==> src/wphg_pkg.sv <==
`timescale 1ns / 1ps
package wphg_pkg;

	localparam int HASH_W = 64;
	localparam int CP_W = 21;
	localparam int HALF_W = HASH_W / 2;
	localparam int KIND_W = 2;
	localparam int OUTQ_DEPTH = 4;

	localparam logic [CP_W-1:0] CP_YO = 21'd1105;
	localparam logic [CP_W-1:0] CP_E = 21'd1077;
	localparam logic [CP_W-1:0] CP_NBSP = 21'd160;
	localparam logic [CP_W-1:0] CP_PLUS = 21'd43;

	localparam logic [KIND_W-1:0] KIND_PLAIN = 2'd0;
	localparam logic [KIND_W-1:0] KIND_FOLDED = 2'd1;
	localparam logic [KIND_W-1:0] KIND_TERM = 2'd2;

	typedef struct packed {
		logic [HASH_W-1:0] hash_value;
		logic [KIND_W-1:0] hash_kind;
		logic              last_of_item;
	} res_t;

endpackage

==> src/wphg_if.sv <==


interface wphg_result_if;
	logic                        valid;
	logic                        ready;
	logic [wphg_pkg::HASH_W-1:0] hash_value;
	logic [wphg_pkg::KIND_W-1:0] hash_kind;
	logic                        last_of_item;

	modport source (output valid, output hash_value, output hash_kind, output last_of_item,
		input ready);
	modport sink (input valid, input hash_value, input hash_kind, input last_of_item,
		output ready);
endinterface

==> src/wphg_outq.sv <==
`timescale 1ns / 1ps
// result queue, takes up to two requests per cycle
module wphg_outq #(
	parameter int DEPTH = 4
) (
	input  logic                 clk,
	input  logic                 arst_n,
	input  logic [1:0]           wr_n,
	input  wphg_pkg::res_t       wr_a,
	input  wphg_pkg::res_t       wr_b,
	output logic                 room2,
	wphg_result_if.source        result
);
	localparam int PW = (DEPTH > 1) ? $clog2(DEPTH) : 1;
	localparam int CW = $clog2(DEPTH + 1);

	wphg_pkg::res_t   ent_q [DEPTH];
	logic [PW-1:0]    wr_ptr_q;
	logic [PW-1:0]    rd_ptr_q;
	logic [CW-1:0]    cnt_q;
	logic [PW-1:0]    wr_ptr1;
	logic [PW-1:0]    wr_ptr2;
	logic [PW-1:0]    rd_ptr1;
	logic             pop;

	assign wr_ptr1 = (wr_ptr_q == PW'(DEPTH - 1)) ? '0 : wr_ptr_q + 1'b1;
	assign wr_ptr2 = (wr_ptr1 == PW'(DEPTH - 1)) ? '0 : wr_ptr1 + 1'b1;
	assign rd_ptr1 = (rd_ptr_q == PW'(DEPTH - 1)) ? '0 : rd_ptr_q + 1'b1;

	assign pop = result.valid && result.ready;
	assign room2 = cnt_q <= CW'(DEPTH - 2);

	assign result.valid = cnt_q != '0;
	assign result.hash_value = ent_q[rd_ptr_q].hash_value;
	assign result.hash_kind = ent_q[rd_ptr_q].hash_kind;
	assign result.last_of_item = ent_q[rd_ptr_q].last_of_item;

	always_ff @(posedge clk) begin
		if (wr_n != 2'd0) begin
			ent_q[wr_ptr_q] <= wr_a;
		end
		if (wr_n == 2'd2) begin
			ent_q[wr_ptr1] <= wr_b;
		end
	end

	always_ff @(posedge clk or negedge arst_n) begin
		if (!arst_n) begin
			wr_ptr_q <= '0;
			rd_ptr_q <= '0;
			cnt_q <= '0;
		end else begin
			unique case (wr_n)
				2'd1: wr_ptr_q <= wr_ptr1;
				2'd2: wr_ptr_q <= wr_ptr2;
				default: wr_ptr_q <= wr_ptr_q;
			endcase
			if (pop) begin
				rd_ptr_q <= rd_ptr1;
			end
			cnt_q <= cnt_q + CW'(wr_n) - CW'(pop);
		end
	end
endmodule

==> src/flat_wrapper.sv <==
// flat-port wrapper written by rule: the top's interface ports become plain ports
module wphg_outq_flat 
#(
	parameter int DEPTH = 4
)
  (clk, arst_n, wr_n, wr_a, wr_b, room2, result_valid, result_hash_value, result_hash_kind, result_last_of_item, result_ready);
  wphg_result_if result_i ();
  input  logic clk;
  input  logic arst_n;
  input  logic [1:0] wr_n;
  input  wphg_pkg::res_t wr_a;
  input  wphg_pkg::res_t wr_b;
  output logic room2;
  output wire logic [$bits(result_i.valid)-1:0] result_valid;
  output wire logic [$bits(result_i.hash_value)-1:0] result_hash_value;
  output wire logic [$bits(result_i.hash_kind)-1:0] result_hash_kind;
  output wire logic [$bits(result_i.last_of_item)-1:0] result_last_of_item;
  input wire logic [$bits(result_i.ready)-1:0] result_ready;
  assign result_valid = result_i.valid;
  assign result_hash_value = result_i.hash_value;
  assign result_hash_kind = result_i.hash_kind;
  assign result_last_of_item = result_i.last_of_item;
  assign result_i.ready = result_ready;
  wphg_outq #(.DEPTH(DEPTH)) u_core (.clk(clk), .arst_n(arst_n), .wr_n(wr_n), .wr_a(wr_a), .wr_b(wr_b), .room2(room2), .result(result_i));
endmodule
==> config.mk <==
export PLATFORM = sky130hd
export DESIGN_NAME = wphg_outq_flat
export DESIGN_NICKNAME = d
export VERILOG_FILES = /design/src/wphg_pkg.sv /design/src/wphg_if.sv /design/src/wphg_outq.sv /design/src/flat_wrapper.sv
export SDC_FILE = /design/constraint.sdc
export NUM_CORES = 1
export LEC_CHECK = 0
export ABC_CLOCK_PERIOD_IN_PS = 18450
export BUFFER_PORTS_ARGS = -buffer_cell sky130_fd_sc_hd__buf_2
export CAP_MARGIN = 5
export CORE_AREA = 5 5 130 194
export CTS_CLUSTER_SIZE = 28
export DETAILED_ROUTE_END_ITERATION = 12
export DIE_AREA = 0 0 135 199
export GPL_TIMING_DRIVEN = 0
export PLACE_DENSITY = 0.85
export SLEW_MARGIN = 10
export SYNTH_ARGS = -nofsm -noshare
export SYNTH_HDL_FRONTEND = slang
export SYNTH_SLANG_ARGS = --single-unit
export TNS_END_PERCENT = 10
==> constraint.sdc <==
create_clock -name clk -period 18.45 [get_ports clk]
set_input_delay 1.845 -clock clk [delete_from_list [all_inputs] [get_ports clk]]
set_output_delay 1.845 -clock clk [all_outputs]
set_load 0.005 [all_outputs]
==> flow_summary_export.csv, run 1 <==
group,metric,value,unit
status,status,"completed",
worst_setup_path,critPathArrivalTime,2480,ps
synthesis,synth.net_count,860,
synthesis,synthFlopType,"edfxtp_1",
synthesis,syn_area,13700,um2
grt,grt_pass1_vias,8319,
power,max-vdd-ir-drop,88.6,uV
detailed_routing,dr.first_iter.drc_count,419,
clock_tree,hold_buffers,0,
clock_tree,htree_num_levels,1,
synthesis,synth_cells,707,
final_layout,nets,1108,
grt,grt_usage,22.9,%
timing,fin_tns_setup,0,ps
synthesis,yosys_warnings,0,
power,seqPwrFrac,39.9,%
placement,dpl.hpwl,21.4,mm
timing,hold_viol,0,
worst_setup_path,path_buf_inv,4,
worst_setup_path,cp_top_family,"buffers and inverters",
worst_setup_path,crit_top_cell,"buf_2",
floorplanning,pin_count,208,
final_layout,drive_gt1_share,65.9,%
worst_setup_path,end_kind,"output pin",
timing,finalCritPeriodShare,23.5,%
detailed_routing,vias,7480,
power,pwr-share-clk,23.1,%
timing,skew,9.53,ps
clock_tree,cts_tree,"built",
clock_tree,postCtsSetupBuffers,0,
worst_setup_path,cp_slowest_cell,"mux4_2",
placement,port_buffers,207,
clock_tree,clockBufferDepth,3,
final_layout,area_delta_synth_final,20.1,%
worst_setup_path,slowest_delay,390,ps
floorplanning,die_width,135,um
timing,timing.hold.ws,621,ps
clock_tree,clk_latency,530,ps
synthesis,synth_edf_count,268,
timing,tightest_slew,869,ps
placement,gp_congestion,0.740,
timing,max_freq,231,MHz
timing,maxSlewHeadroom,41.9,%
grt,grt_overflow_total,0,
power,p_sw,720,uW
clock_tree,numCtsBuffers,26,
power,sw_frac_of_total,29.3,%
run,cap_violations,0,
synthesis,synth_top_cell_area_share,58.7,%
worst_setup_path,cp_max_fo,10,
clock_tree,ctsResizeCount,0,
timing,setup_viol,0,
clock_tree,clkTransAtPathRegs,60,ps
grt,antenna_found_initial,7,
detailed_routing,drtPass1Iterations,5,
power,power.internal,1740,uW
detailed_routing,antenna_left,0,
worst_setup_path,cp-start-kind,"flop",
power,p_leak,0.00634,uW
placement,dp.cells,1246,
detailed_routing,drcViolationCount,0,
worst_setup_path,crit_required,16600,ps
worst_setup_path,path_cells,"clkbuf_1, buf_2, buf_2, mux4_2, buf_2",
synthesis,ys_ff_latch,275,
final_layout,final_common_cell,"edfxtp_1",
synthesis,synth_area_leaders,"edfxtp_1 59%, mux2_2 16%, mux4_2 11%",
final_layout,layout_common_cells,"268 x edfxtp_1, 232 x buf_2, 194 x mux2_2, 76 x mux2_4, 67 x mux4_2",
synthesis,synth_area_leader_cell,"edfxtp_1",
clock_tree,cts_root_buf,"clkbuf_16",
timing,period_needed,4330,ps
floorplanning,fp.coreArea,23400,um2
floorplanning,die-area,26900,um2
final_layout,fill_cells,1493,
floorplanning,start_util,58.6,%
synthesis,async_flop_share,2.55,%
grt,grt_max_degree,22,
detailed_routing,via_per_inst,5.77,
synthesis,synth-seq-area-share,60.0,%
synthesis,synth.distinct_cells,21,
synthesis,postSynthAreaPerCell,19.4,um2
clock_tree,cts.sinks,275,
detailed_routing,wl,30.5,mm
power,power_density,150,nW/um2
grt,grt_pass1_wl,46.8,mm
final_layout,final_cells,1296,
min_path,hp-class,"reg2reg",
detailed_routing,wire_per_inst,23.5,um
worst_setup_path,critical_path_class,"reg2out",
floorplanning,dieHeight,199,um
timing,rsz0062_at_grt,"false",
power,p_comb_share,37.0,%
timing,slew_viol_final,0,
floorplanning,rows,69,
path summary, 6_finish.rpt:
path | from | depth (start not counted) | slack [ps] | endpoint
worst max-delay path | u_core.rd_ptr_q[1]$_DFFE_PN0P_ | 5 | 14120 | result_hash_value[32]
worst min-delay path | u_core.rd_ptr_q[1]$_DFFE_PN0P_ | 2 | 620 | u_core.rd_ptr_q[1]$_DFFE_PN0P_
worst max register to register | u_core.wr_ptr_q[0]$_DFFE_PN0P_ | 8 | 15980 | u_core.ent_q[3][13]$_DFFE_PP_
worst min register to register | u_core.rd_ptr_q[1]$_DFFE_PN0P_ | 2 | 620 | u_core.rd_ptr_q[1]$_DFFE_PN0P_
max in group asynchronous | arst_n | 1 | 17120 | u_core.cnt_q[2]$_DFF_PN0_
min in group asynchronous | arst_n | 1 | 1160 | u_core.cnt_q[0]$_DFF_PN0_
Yosys cell counts (2+ instances only):
master    number
mux2_4        76
ha_1          13
clkbuf_1       5
buf_4          5
dfrtp_1        7
a21oi_1        3
edfxtp_1     268
nor2_1         2
mux2_2       194
buf_2         25
o21ai_0        6
inv_1         15
buf_6          9
nand2_2        4
mux4_2        67
xnor2_1        3
stage by stage:
stage	area, um2	power, uW	utilization, %	worst slack (ps)
floorplan	13700	1550	-	11040
global placement	15100	1900	64.7	6740
detailed placement	15500	1930	66.4	14280
CTS	16500	2500	70.3	14080
global route	16500	2580	70.4	14020
finish	16500	2460	70.4	14120
routing by layer:
metal / GRT usage (%) / wire length (um) / vias up
met3: 3.74 / 1650 / 52
met2: 43.9 / 17100 / 220
met4: 5.75 / 590 / 8
met5: 0 / 45 / -
li1: - / - / 3378
met1: 26.7 / 11100 / 3822
logic make-up (layout without fill, tap and decap cells):
| family | Yosys count | after routing | share of synthesized area (%) |
|---|---|---|---|
| mux | 337 | 337 | 35.3 |
| fa+ha+maj | 14 | 14 | 1.33 |
| other cells | 0 | 3 | 0 |
| compound gates | 9 | 9 | 0.329 |
| flops | 275 | 275 | 60.0 |
| buf+inv | 59 | 326 | 2.47 |
| xor+xnor | 3 | 3 | 0.192 |
| simple gates | 10 | 10 | 0.402 |
tightest hold or removal path, cell delays in order, from the launching register on:
cell     delay (ps)
dfrtp_1         350
ha_1            120
mux2_2          130
area by class of cell:
type | count | area [um2] | share of cell area, %
Sequential cell | 275 | 8220 | 49.9
Multi-Input combinational cell | 373 | 5190 | 31.5
Timing Repair Buffer | 220 | 1390 | 8.42
Clock buffer | 35 | 726 | 4.41
Tap cell | 319 | 399 | 2.42
Buffer | 44 | 283 | 1.72
Clock inverter | 12 | 194 | 1.18
Inverter | 15 | 56.3 | 0.342
Antenna cell | 3 | 7.51 | 0.0456
power by group through the flow:
stage               sequential, uW  clock [uW]  combinational, uW
global route                   999         603                980
floorplan                     1020           0                529
finish                         983         569                911
CTS                            986         579                934
global placement              1080           0                820
detailed placement             998           0                930
registers in the layout, summed over array words and instances, names as in the netlist:
signal,count
u_core.wr_ptr_q,2
u_core.ent_q,268
u_core.rd_ptr_q,2
u_core.cnt_q,3
Note: power is estimated with default switching activity, not from simulation.
==> inputs of run 2 (changes only) <==
--- a/config.mk
+++ b/config.mk
@@ -5,15 +5,16 @@
 export SDC_FILE = /design/constraint.sdc
 export NUM_CORES = 1
 export LEC_CHECK = 0
-export ABC_CLOCK_PERIOD_IN_PS = 18450
+export ABC_AREA = 1
+export ABC_CLOCK_PERIOD_IN_PS = 3570
 export BUFFER_PORTS_ARGS = -buffer_cell sky130_fd_sc_hd__buf_2
 export CAP_MARGIN = 5
-export CORE_AREA = 5 5 130 194
+export CORE_AREA = 5 5 139 207
 export CTS_CLUSTER_SIZE = 28
 export DETAILED_ROUTE_END_ITERATION = 12
-export DIE_AREA = 0 0 135 199
+export DIE_AREA = 0 0 144 212
 export GPL_TIMING_DRIVEN = 0
-export PLACE_DENSITY = 0.85
+export PLACE_DENSITY = 0.79
 export SLEW_MARGIN = 10
 export SYNTH_ARGS = -nofsm -noshare
 export SYNTH_HDL_FRONTEND = slang
==> constraint.sdc (replaced) <==
create_clock -name clk -period 3.57 [get_ports clk]
set_input_delay 0.357 -clock clk [delete_from_list [all_inputs] [get_ports clk]]
set_output_delay 0.357 -clock clk [all_outputs]
set_load 0.005 [all_outputs]
==> flow_summary_export.csv, run 2 <==
group,metric,value,unit
grt,busiest_layer,"met2",
synthesis,yosysMostFrequentCell,"nand2_1",
final_layout,layout_common_cells,"280 x nand2_1, 268 x edfxtp_1, 264 x o21ai_1, 225 x buf_2, 207 x o21ai_0",
power,p_sw,4820,uW
timing,tightest_slew,664,ps
placement,gp_congestion,0.875,
synthesis,synth.net_count,1598,
floorplanning,pin_count,208,
placement,port_buffers,207,
synthesis,yosys_warnings,0,
floorplanning,die_width,144,um
status,status,"completed",
timing,finalCritPeriodShare,74.5,%
grt,use_met1,30.7,%
final_layout,final_common_cell,"nand2_1",
detailed_routing,dr.first_iter.drc_count,1107,
clock_tree,clockBufferDepth,3,
final_layout,drive_gt1_share,19.4,%
worst_setup_path,crit_required,3210,ps
clock_tree,clk_latency,530,ps
floorplanning,die-area,30500,um2
synthesis,synth_edf_count,268,
detailed_routing,drcViolationCount,0,
power,power_density,799,nW/um2
floorplanning,fp.coreArea,26900,um2
detailed_routing,antenna_left,0,
floorplanning,start_util,50.9,%
synthesis,synth_cells,1445,
timing,setup_viol,0,
floorplanning,rows,74,
detailed_routing,drtPass1Iterations,7,
worst_setup_path,end_kind,"output pin",
timing,rsz0062_at_grt,"false",
timing,max_freq,376,MHz
power,sw_frac_of_total,36.8,%
clock_tree,cts.sinks,275,
clock_tree,cts_root_buf,"clkbuf_16",
grt,grtUsageMet3,4.10,%
grt,grt_overflow_total,0,
grt,antenna_found_initial,4,
synthesis,synthFlopType,"edfxtp_1",
timing,period_needed,2660,ps
final_layout,reg_top3,"u_core.ent_q x268, u_core.cnt_q x3",
synthesis,postSynthAreaPerCell,9.50,um2
run,cap_violations,0,
timing,hold_viol,0,
timing,skew,19.7,ps
worst_setup_path,reg2reg_slack,1310,ps
final_layout,postLayoutCoreUtil,60.7,%
synthesis,syn_area,13700,um2
grt,grt_usage,26.1,%
power,pwr-share-clk,21.2,%
grt,grt_pass1_wl,61.6,mm
power,max-vdd-ir-drop,485,uV
synthesis,synth-seq-area-share,59.9,%
final_layout,largest_reg_flops,268,
synthesis,synth_area_leaders,"edfxtp_1 59%, o21ai_1 9.6%, o21ai_0 7.7%",
power,p_leak,0.00695,uW
final_layout,area_delta_synth_final,19.3,%
worst_setup_path,cp_max_fo,10,
grt,met2_usage,46.4,%
timing,timing.hold.ws,98.6,ps
synthesis,async_flop_share,2.55,%
final_layout,nets,1845,
clock_tree,cts_tree,"built",
detailed_routing,vias,11700,
floorplanning,dieHeight,212,um
timing,slew_viol_final,0,
worst_setup_path,critical_path_class,"reg2out",
clock_tree,numCtsBuffers,25,
clock_tree,clkTransAtPathRegs,60,ps
detailed_routing,wire_per_inst,19.7,um
power,p_comb_share,40.4,%
timing,maxSlewHeadroom,55.8,%
final_layout,top_register,"u_core.ent_q",
synthesis,ys_ff_latch,275,
synthesis,synth_common_cells,"280 x nand2_1, 268 x edfxtp_1, 264 x o21ai_1, 211 x o21ai_0, 203 x nor2_1",
detailed_routing,via_per_inst,5.70,
clock_tree,ctsResizeCount,0,
placement,dpl.hpwl,28.4,mm
synthesis,synth_area_leader_cell,"edfxtp_1",
power,seqPwrFrac,38.4,%
min_path,hp-class,"in2reg",
grt,grt_max_degree,27,
detailed_routing,wl,40.4,mm
grt,grt_pass1_vias,11800,
clock_tree,htree_num_levels,1,
synthesis,synth.distinct_cells,22,
power,power.internal,8260,uW
worst_setup_path,cp-start-kind,"flop",
synthesis,synth_top_cell_area_share,58.6,%
worst_setup_path,critPathArrivalTime,2300,ps
-- run 2: cell count changes after synthesis, sizes merged, moves of 3 or more --
cell    delta
clkbuf    +26
buf       +30
inv       +71
nand3      +3
nor2     +201
mux2     -270
mux4      -67
nand2    +279
o21ai    +469
-- run 2: area by class of cell --
type | count | area [um2]
Timing Repair Buffer | 220 | 1340
Sequential cell | 275 | 8220
Fill cell | 2167 | 10600
Clock inverter | 16 | 194
Inverter | 86 | 323
Antenna cell | 1 | 2.50
Buffer | 100 | 709
Clock buffer | 28 | 637
Tap cell | 342 | 428
Multi-Input combinational cell | 984 | 4510
-- run 2: critical path, cell delays in order (launching register included) --
cell and delay (ps):
dfrtp_1 420, inv_2 230, buf_4 260, buf_2 260
o21ai_0 110, o21ai_1 310, buf_2 180
-- run 2: path summary, 6_finish.rpt --
path,cells after the start,startpoint,to
min in group asynchronous,2,arst_n,u_core.wr_ptr_q[0]$_DFFE_PN0P_
max in group asynchronous,2,arst_n,u_core.cnt_q[1]$_DFF_PN0_
setup / recovery,6,u_core.rd_ptr_q[0]$_DFFE_PN0P_,result_last_of_item
hold reg to reg,2,u_core.rd_ptr_q[1]$_DFFE_PN0P_,u_core.rd_ptr_q[1]$_DFFE_PN0P_
hold / removal,2,wr_n[0],u_core.cnt_q[0]$_DFF_PN0_
setup reg to reg,7,u_core.wr_ptr_q[0]$_DFFE_PN0P_,u_core.ent_q[1][30]$_DFFE_PP_
-- run 2: kinds of logic after synthesis --
group | synth area share [%]
AO/OA/AOI/OAI | 17.4
AND/OR/NAND/NOR | 13.7
adder cells (fa/ha/maj) | 1.33
buffers and inverters | 7.52
flip-flops | 59.9
XOR/XNOR | 0.0638
-- run 2: power by group through the flow --
stage                     Sequential [uW]  Clock [uW]  Combinational, uW
after floorplan                      5140           0               2900
after global placement               5260           0               4780
after detailed placement             5080           0               5260
after CTS                            5020        2770               5280
after global routing                 5090        2900               5770
final                                5020        2780               5280
-- run 2: per-layer routing --
layer | vias up | share of wire [%]
met1 | 5510 | 35
met2 | 624 | 52
met3 | 113 | 8.7
li1 | 5446 | -
met4 | 6 | 4.1
met5 | - | 0.11
-- run 2: per-stage QoR --
stage	instances	instance area (um2)	setup TNS, ps	worst slack, ps	total power [uW]
finish	2052	16400	0	909	13100
global route	2052	16400	0	843	13800
CTS	2051	16400	0	968	13100
detailed placement	2006	15500	0	1280	10300
global placement	1994	15200	-603670	-2880	10000
floorplan	1445	13700	-121740	-635	8040
-- run 2: what timing repair did --
action	CTS	global route
hold endpoints to repair	7	0
setup buffers	0	0
hold buffers	1	0
==> inputs of run 3 (changes only) <==
--- a/config.mk
+++ b/config.mk
@@ -6,7 +6,7 @@
 export NUM_CORES = 1
 export LEC_CHECK = 0
 export ABC_AREA = 1
-export ABC_CLOCK_PERIOD_IN_PS = 3570
+export ABC_CLOCK_PERIOD_IN_PS = 2250
 export BUFFER_PORTS_ARGS = -buffer_cell sky130_fd_sc_hd__buf_2
 export CAP_MARGIN = 5
 export CORE_AREA = 5 5 139 207
==> constraint.sdc (replaced) <==
create_clock -name clk -period 2.25 [get_ports clk]
set_input_delay 0.225 -clock clk [delete_from_list [all_inputs] [get_ports clk]]
set_output_delay 0.225 -clock clk [all_outputs]
set_load 0.005 [all_outputs]
==> flow_summary_export.csv, run 3 (synthesized netlist as in run 2, its figures left out) <==
group,metric,value,unit
status,status,"finished, violations left",
detailed_routing,antenna_left,0,
floorplanning,die-area,30500,um2
clock_tree,clkTransAtPathRegs,70,ps
grt,antenna_found_initial,3,
placement,place_ws,-134,ps
final_layout,area_delta_synth_final,20.9,%
timing,slew_viol_final,0,
placement,dp.cells,2006,
floorplanning,fp.coreArea,26900,um2
power,power_density,1280,nW/um2
placement,place_area,15500,um2
worst_setup_path,path_buf_inv,4,
final_layout,multi_input_area,4520,um2
timing,tightest_slew,692,ps
detailed_routing,drcViolationCount,0,
worst_setup_path,critical_path_class,"reg2out",
power,p_leak,0.00708,uW
timing,fin_ws,-2.83,ps
final_layout,postLayoutCoreUtil,61.6,%
clock_tree,numCtsBuffers,26,
clock_tree,clk_latency,540,ps
placement,dpl.hpwl,28.7,mm
timing,period_needed,2250,ps
final_layout,fill_cells,2181,
final_layout,layout_common_cells,"280 x nand2_1, 268 x edfxtp_1, 263 x o21ai_1, 217 x buf_2, 206 x o21ai_0",
timing,skew,12.3,ps
clock_tree,clockBufferDepth,3,
final_layout,reg_top3,"u_core.ent_q x268, u_core.cnt_q x3",
worst_setup_path,slowest_delay,430,ps
final_layout,drive_gt1_share,20.7,%
timing,rsz0062_at_grt,"true",
run,cap_violations,0,
final_layout,nets,1853,
detailed_routing,wl,40.8,mm
timing,maxSlewHeadroom,53.7,%
final_layout,top_register,"u_core.ent_q",
grt,grt_pass1_vias,12000,
timing,hold_viol,0,
floorplanning,die_width,144,um
detailed_routing,dr.first_iter.drc_count,1358,
worst_setup_path,crit_required,2030,ps
floorplanning,start_util,50.9,%
grt,grt_max_degree,27,
clock_tree,cts_tree,"built",
status,failed_checks,"setup timing",
grt,grt_pass1_wl,62.4,mm
floorplanning,dieHeight,212,um
clock_tree,cts_root_buf,"clkbuf_16",
timing,finalCritPeriodShare,100,%
placement,gp_congestion,0.854,
power,max-vdd-ir-drop,790,uV
grt,grt_usage,26.4,%
placement,port_buffers,207,
detailed_routing,wire_per_inst,19.8,um
worst_setup_path,cp_top_family,"buffers and inverters",
final_layout,regArea,8230,um2
worst_setup_path,cp_slowest_cell,"dfrtp_1",
final_layout,final_common_cell,"nand2_1",
worst_setup_path,cp-start-kind,"flop",
worst_setup_path,cp_max_fo,10,
detailed_routing,vias,11800,
floorplanning,pin_count,208,
min_path,hp-class,"in2reg",
final_layout,largest_reg_flops,268,
clock_tree,htree_num_levels,1,
detailed_routing,via_per_inst,5.72,
detailed_routing,drtPass1Iterations,5,
worst_setup_path,path_cells,"inv_4, buf_8, buf_4, o21ai_0, o21ai_1, buf_2",
floorplanning,rows,74,
grt,grt_overflow_total,0,
clock_tree,cts.sinks,275,
timing,max_freq,444,MHz
timing,setup_viol,1,
final_layout,final_cells,2062,
final_layout,fin_area,16600,um2
worst_setup_path,end_kind,"output pin",
worst_setup_path,critPathArrivalTime,2030,ps
-- run 3: cell types whose count changed in the layout (fill, tap and decap cells not counted), sizes merged --
cell,previous run,this run
buf,288,291
clkbuf,59,62
clkinv,9,11
clkinvlp,3,0
diode,1,2
dlygate4sd3,1,4
inv,86,87
-- run 3: layout make-up --
type                       count  share of cell area (%)
inverter                      86                    1.98
clock buffer                  30                    4.14
tap                          342                    2.58
buffer                       100                    4.71
timing repair buffer         227                    8.62
sequential                   275                    49.6
multi-input combinational    984                    27.3
clock inverter                16                    1.10
antenna                        2                  0.0302
-- run 3: layer usage --
layer  vias up  wire, um  track usage, %
met3       145      3420            3.78
met4         4      2120            14.1
met2       652     21100            46.8
met1      5508     14100            30.5
li1       5478         -               -
met5         -        20               0
-- run 3: power breakdown --
part / total (uW) / internal [uW] / leakage [uW] / switching (uW)
Sequential: 8010 / 7610 / 0.00260 / 400
Combinational: 8680 / 3240 / 0.00405 / 5430
Clock: 4540 / 2640 / 0.000431 / 1900
Total: 21200 / 13500 / 0.00708 / 7730
-- run 3: final timing paths --
kind | start | end | slack [ps] | cells after the start
min | wr_a[26] | u_core.ent_q[1][26]$_DFFE_PP_ | 20 | 3
max in group asynchronous | arst_n | u_core.wr_ptr_q[0]$_DFFE_PN0P_ | 2000 | 2
min reg2reg | u_core.rd_ptr_q[1]$_DFFE_PN0P_ | u_core.rd_ptr_q[1]$_DFFE_PN0P_ | 580 | 2
min in group asynchronous | arst_n | u_core.rd_ptr_q[0]$_DFFE_PN0P_ | 50 | 2
max | u_core.rd_ptr_q[0]$_DFFE_PN0P_ | result_last_of_item | -3 | 6
max reg2reg | u_core.wr_ptr_q[0]$_DFFE_PN0P_ | u_core.ent_q[0][30]$_DFFE_PP_ | 30 | 7
-- run 3: what timing repair did --
item,CTS,global route
gates resized for setup,23,18
pin swaps,3,3
hold buffers,4,0
gates cloned,0,0
buffers inserted,2,2
endpoints found under the setup margin,87,49
endpoints found under the hold margin,10,0
-- run 3: stage by stage --
step	hold slack [ps]	total power (uW)	setup TNS (ps)
global route	26.9	22300	-1390
global placement	72.9	15700	-283600
CTS	1.75	21100	0
finish	22.7	21200	-2.83
floorplan	-70.6	12700	-44710
detailed placement	78.5	16400	-2630
-- run 3: worst reg2reg max path: cells and delay by family (launching register included) --
kind | cells | cell delay [ps]
adder cells (fa/ha/maj) | 1 | 230
AND/OR/NAND/NOR | 1 | 140
AO/OA/AOI/OAI | 1 | 230
buffers and inverters | 4 | 880
flip-flops | 1 | 430
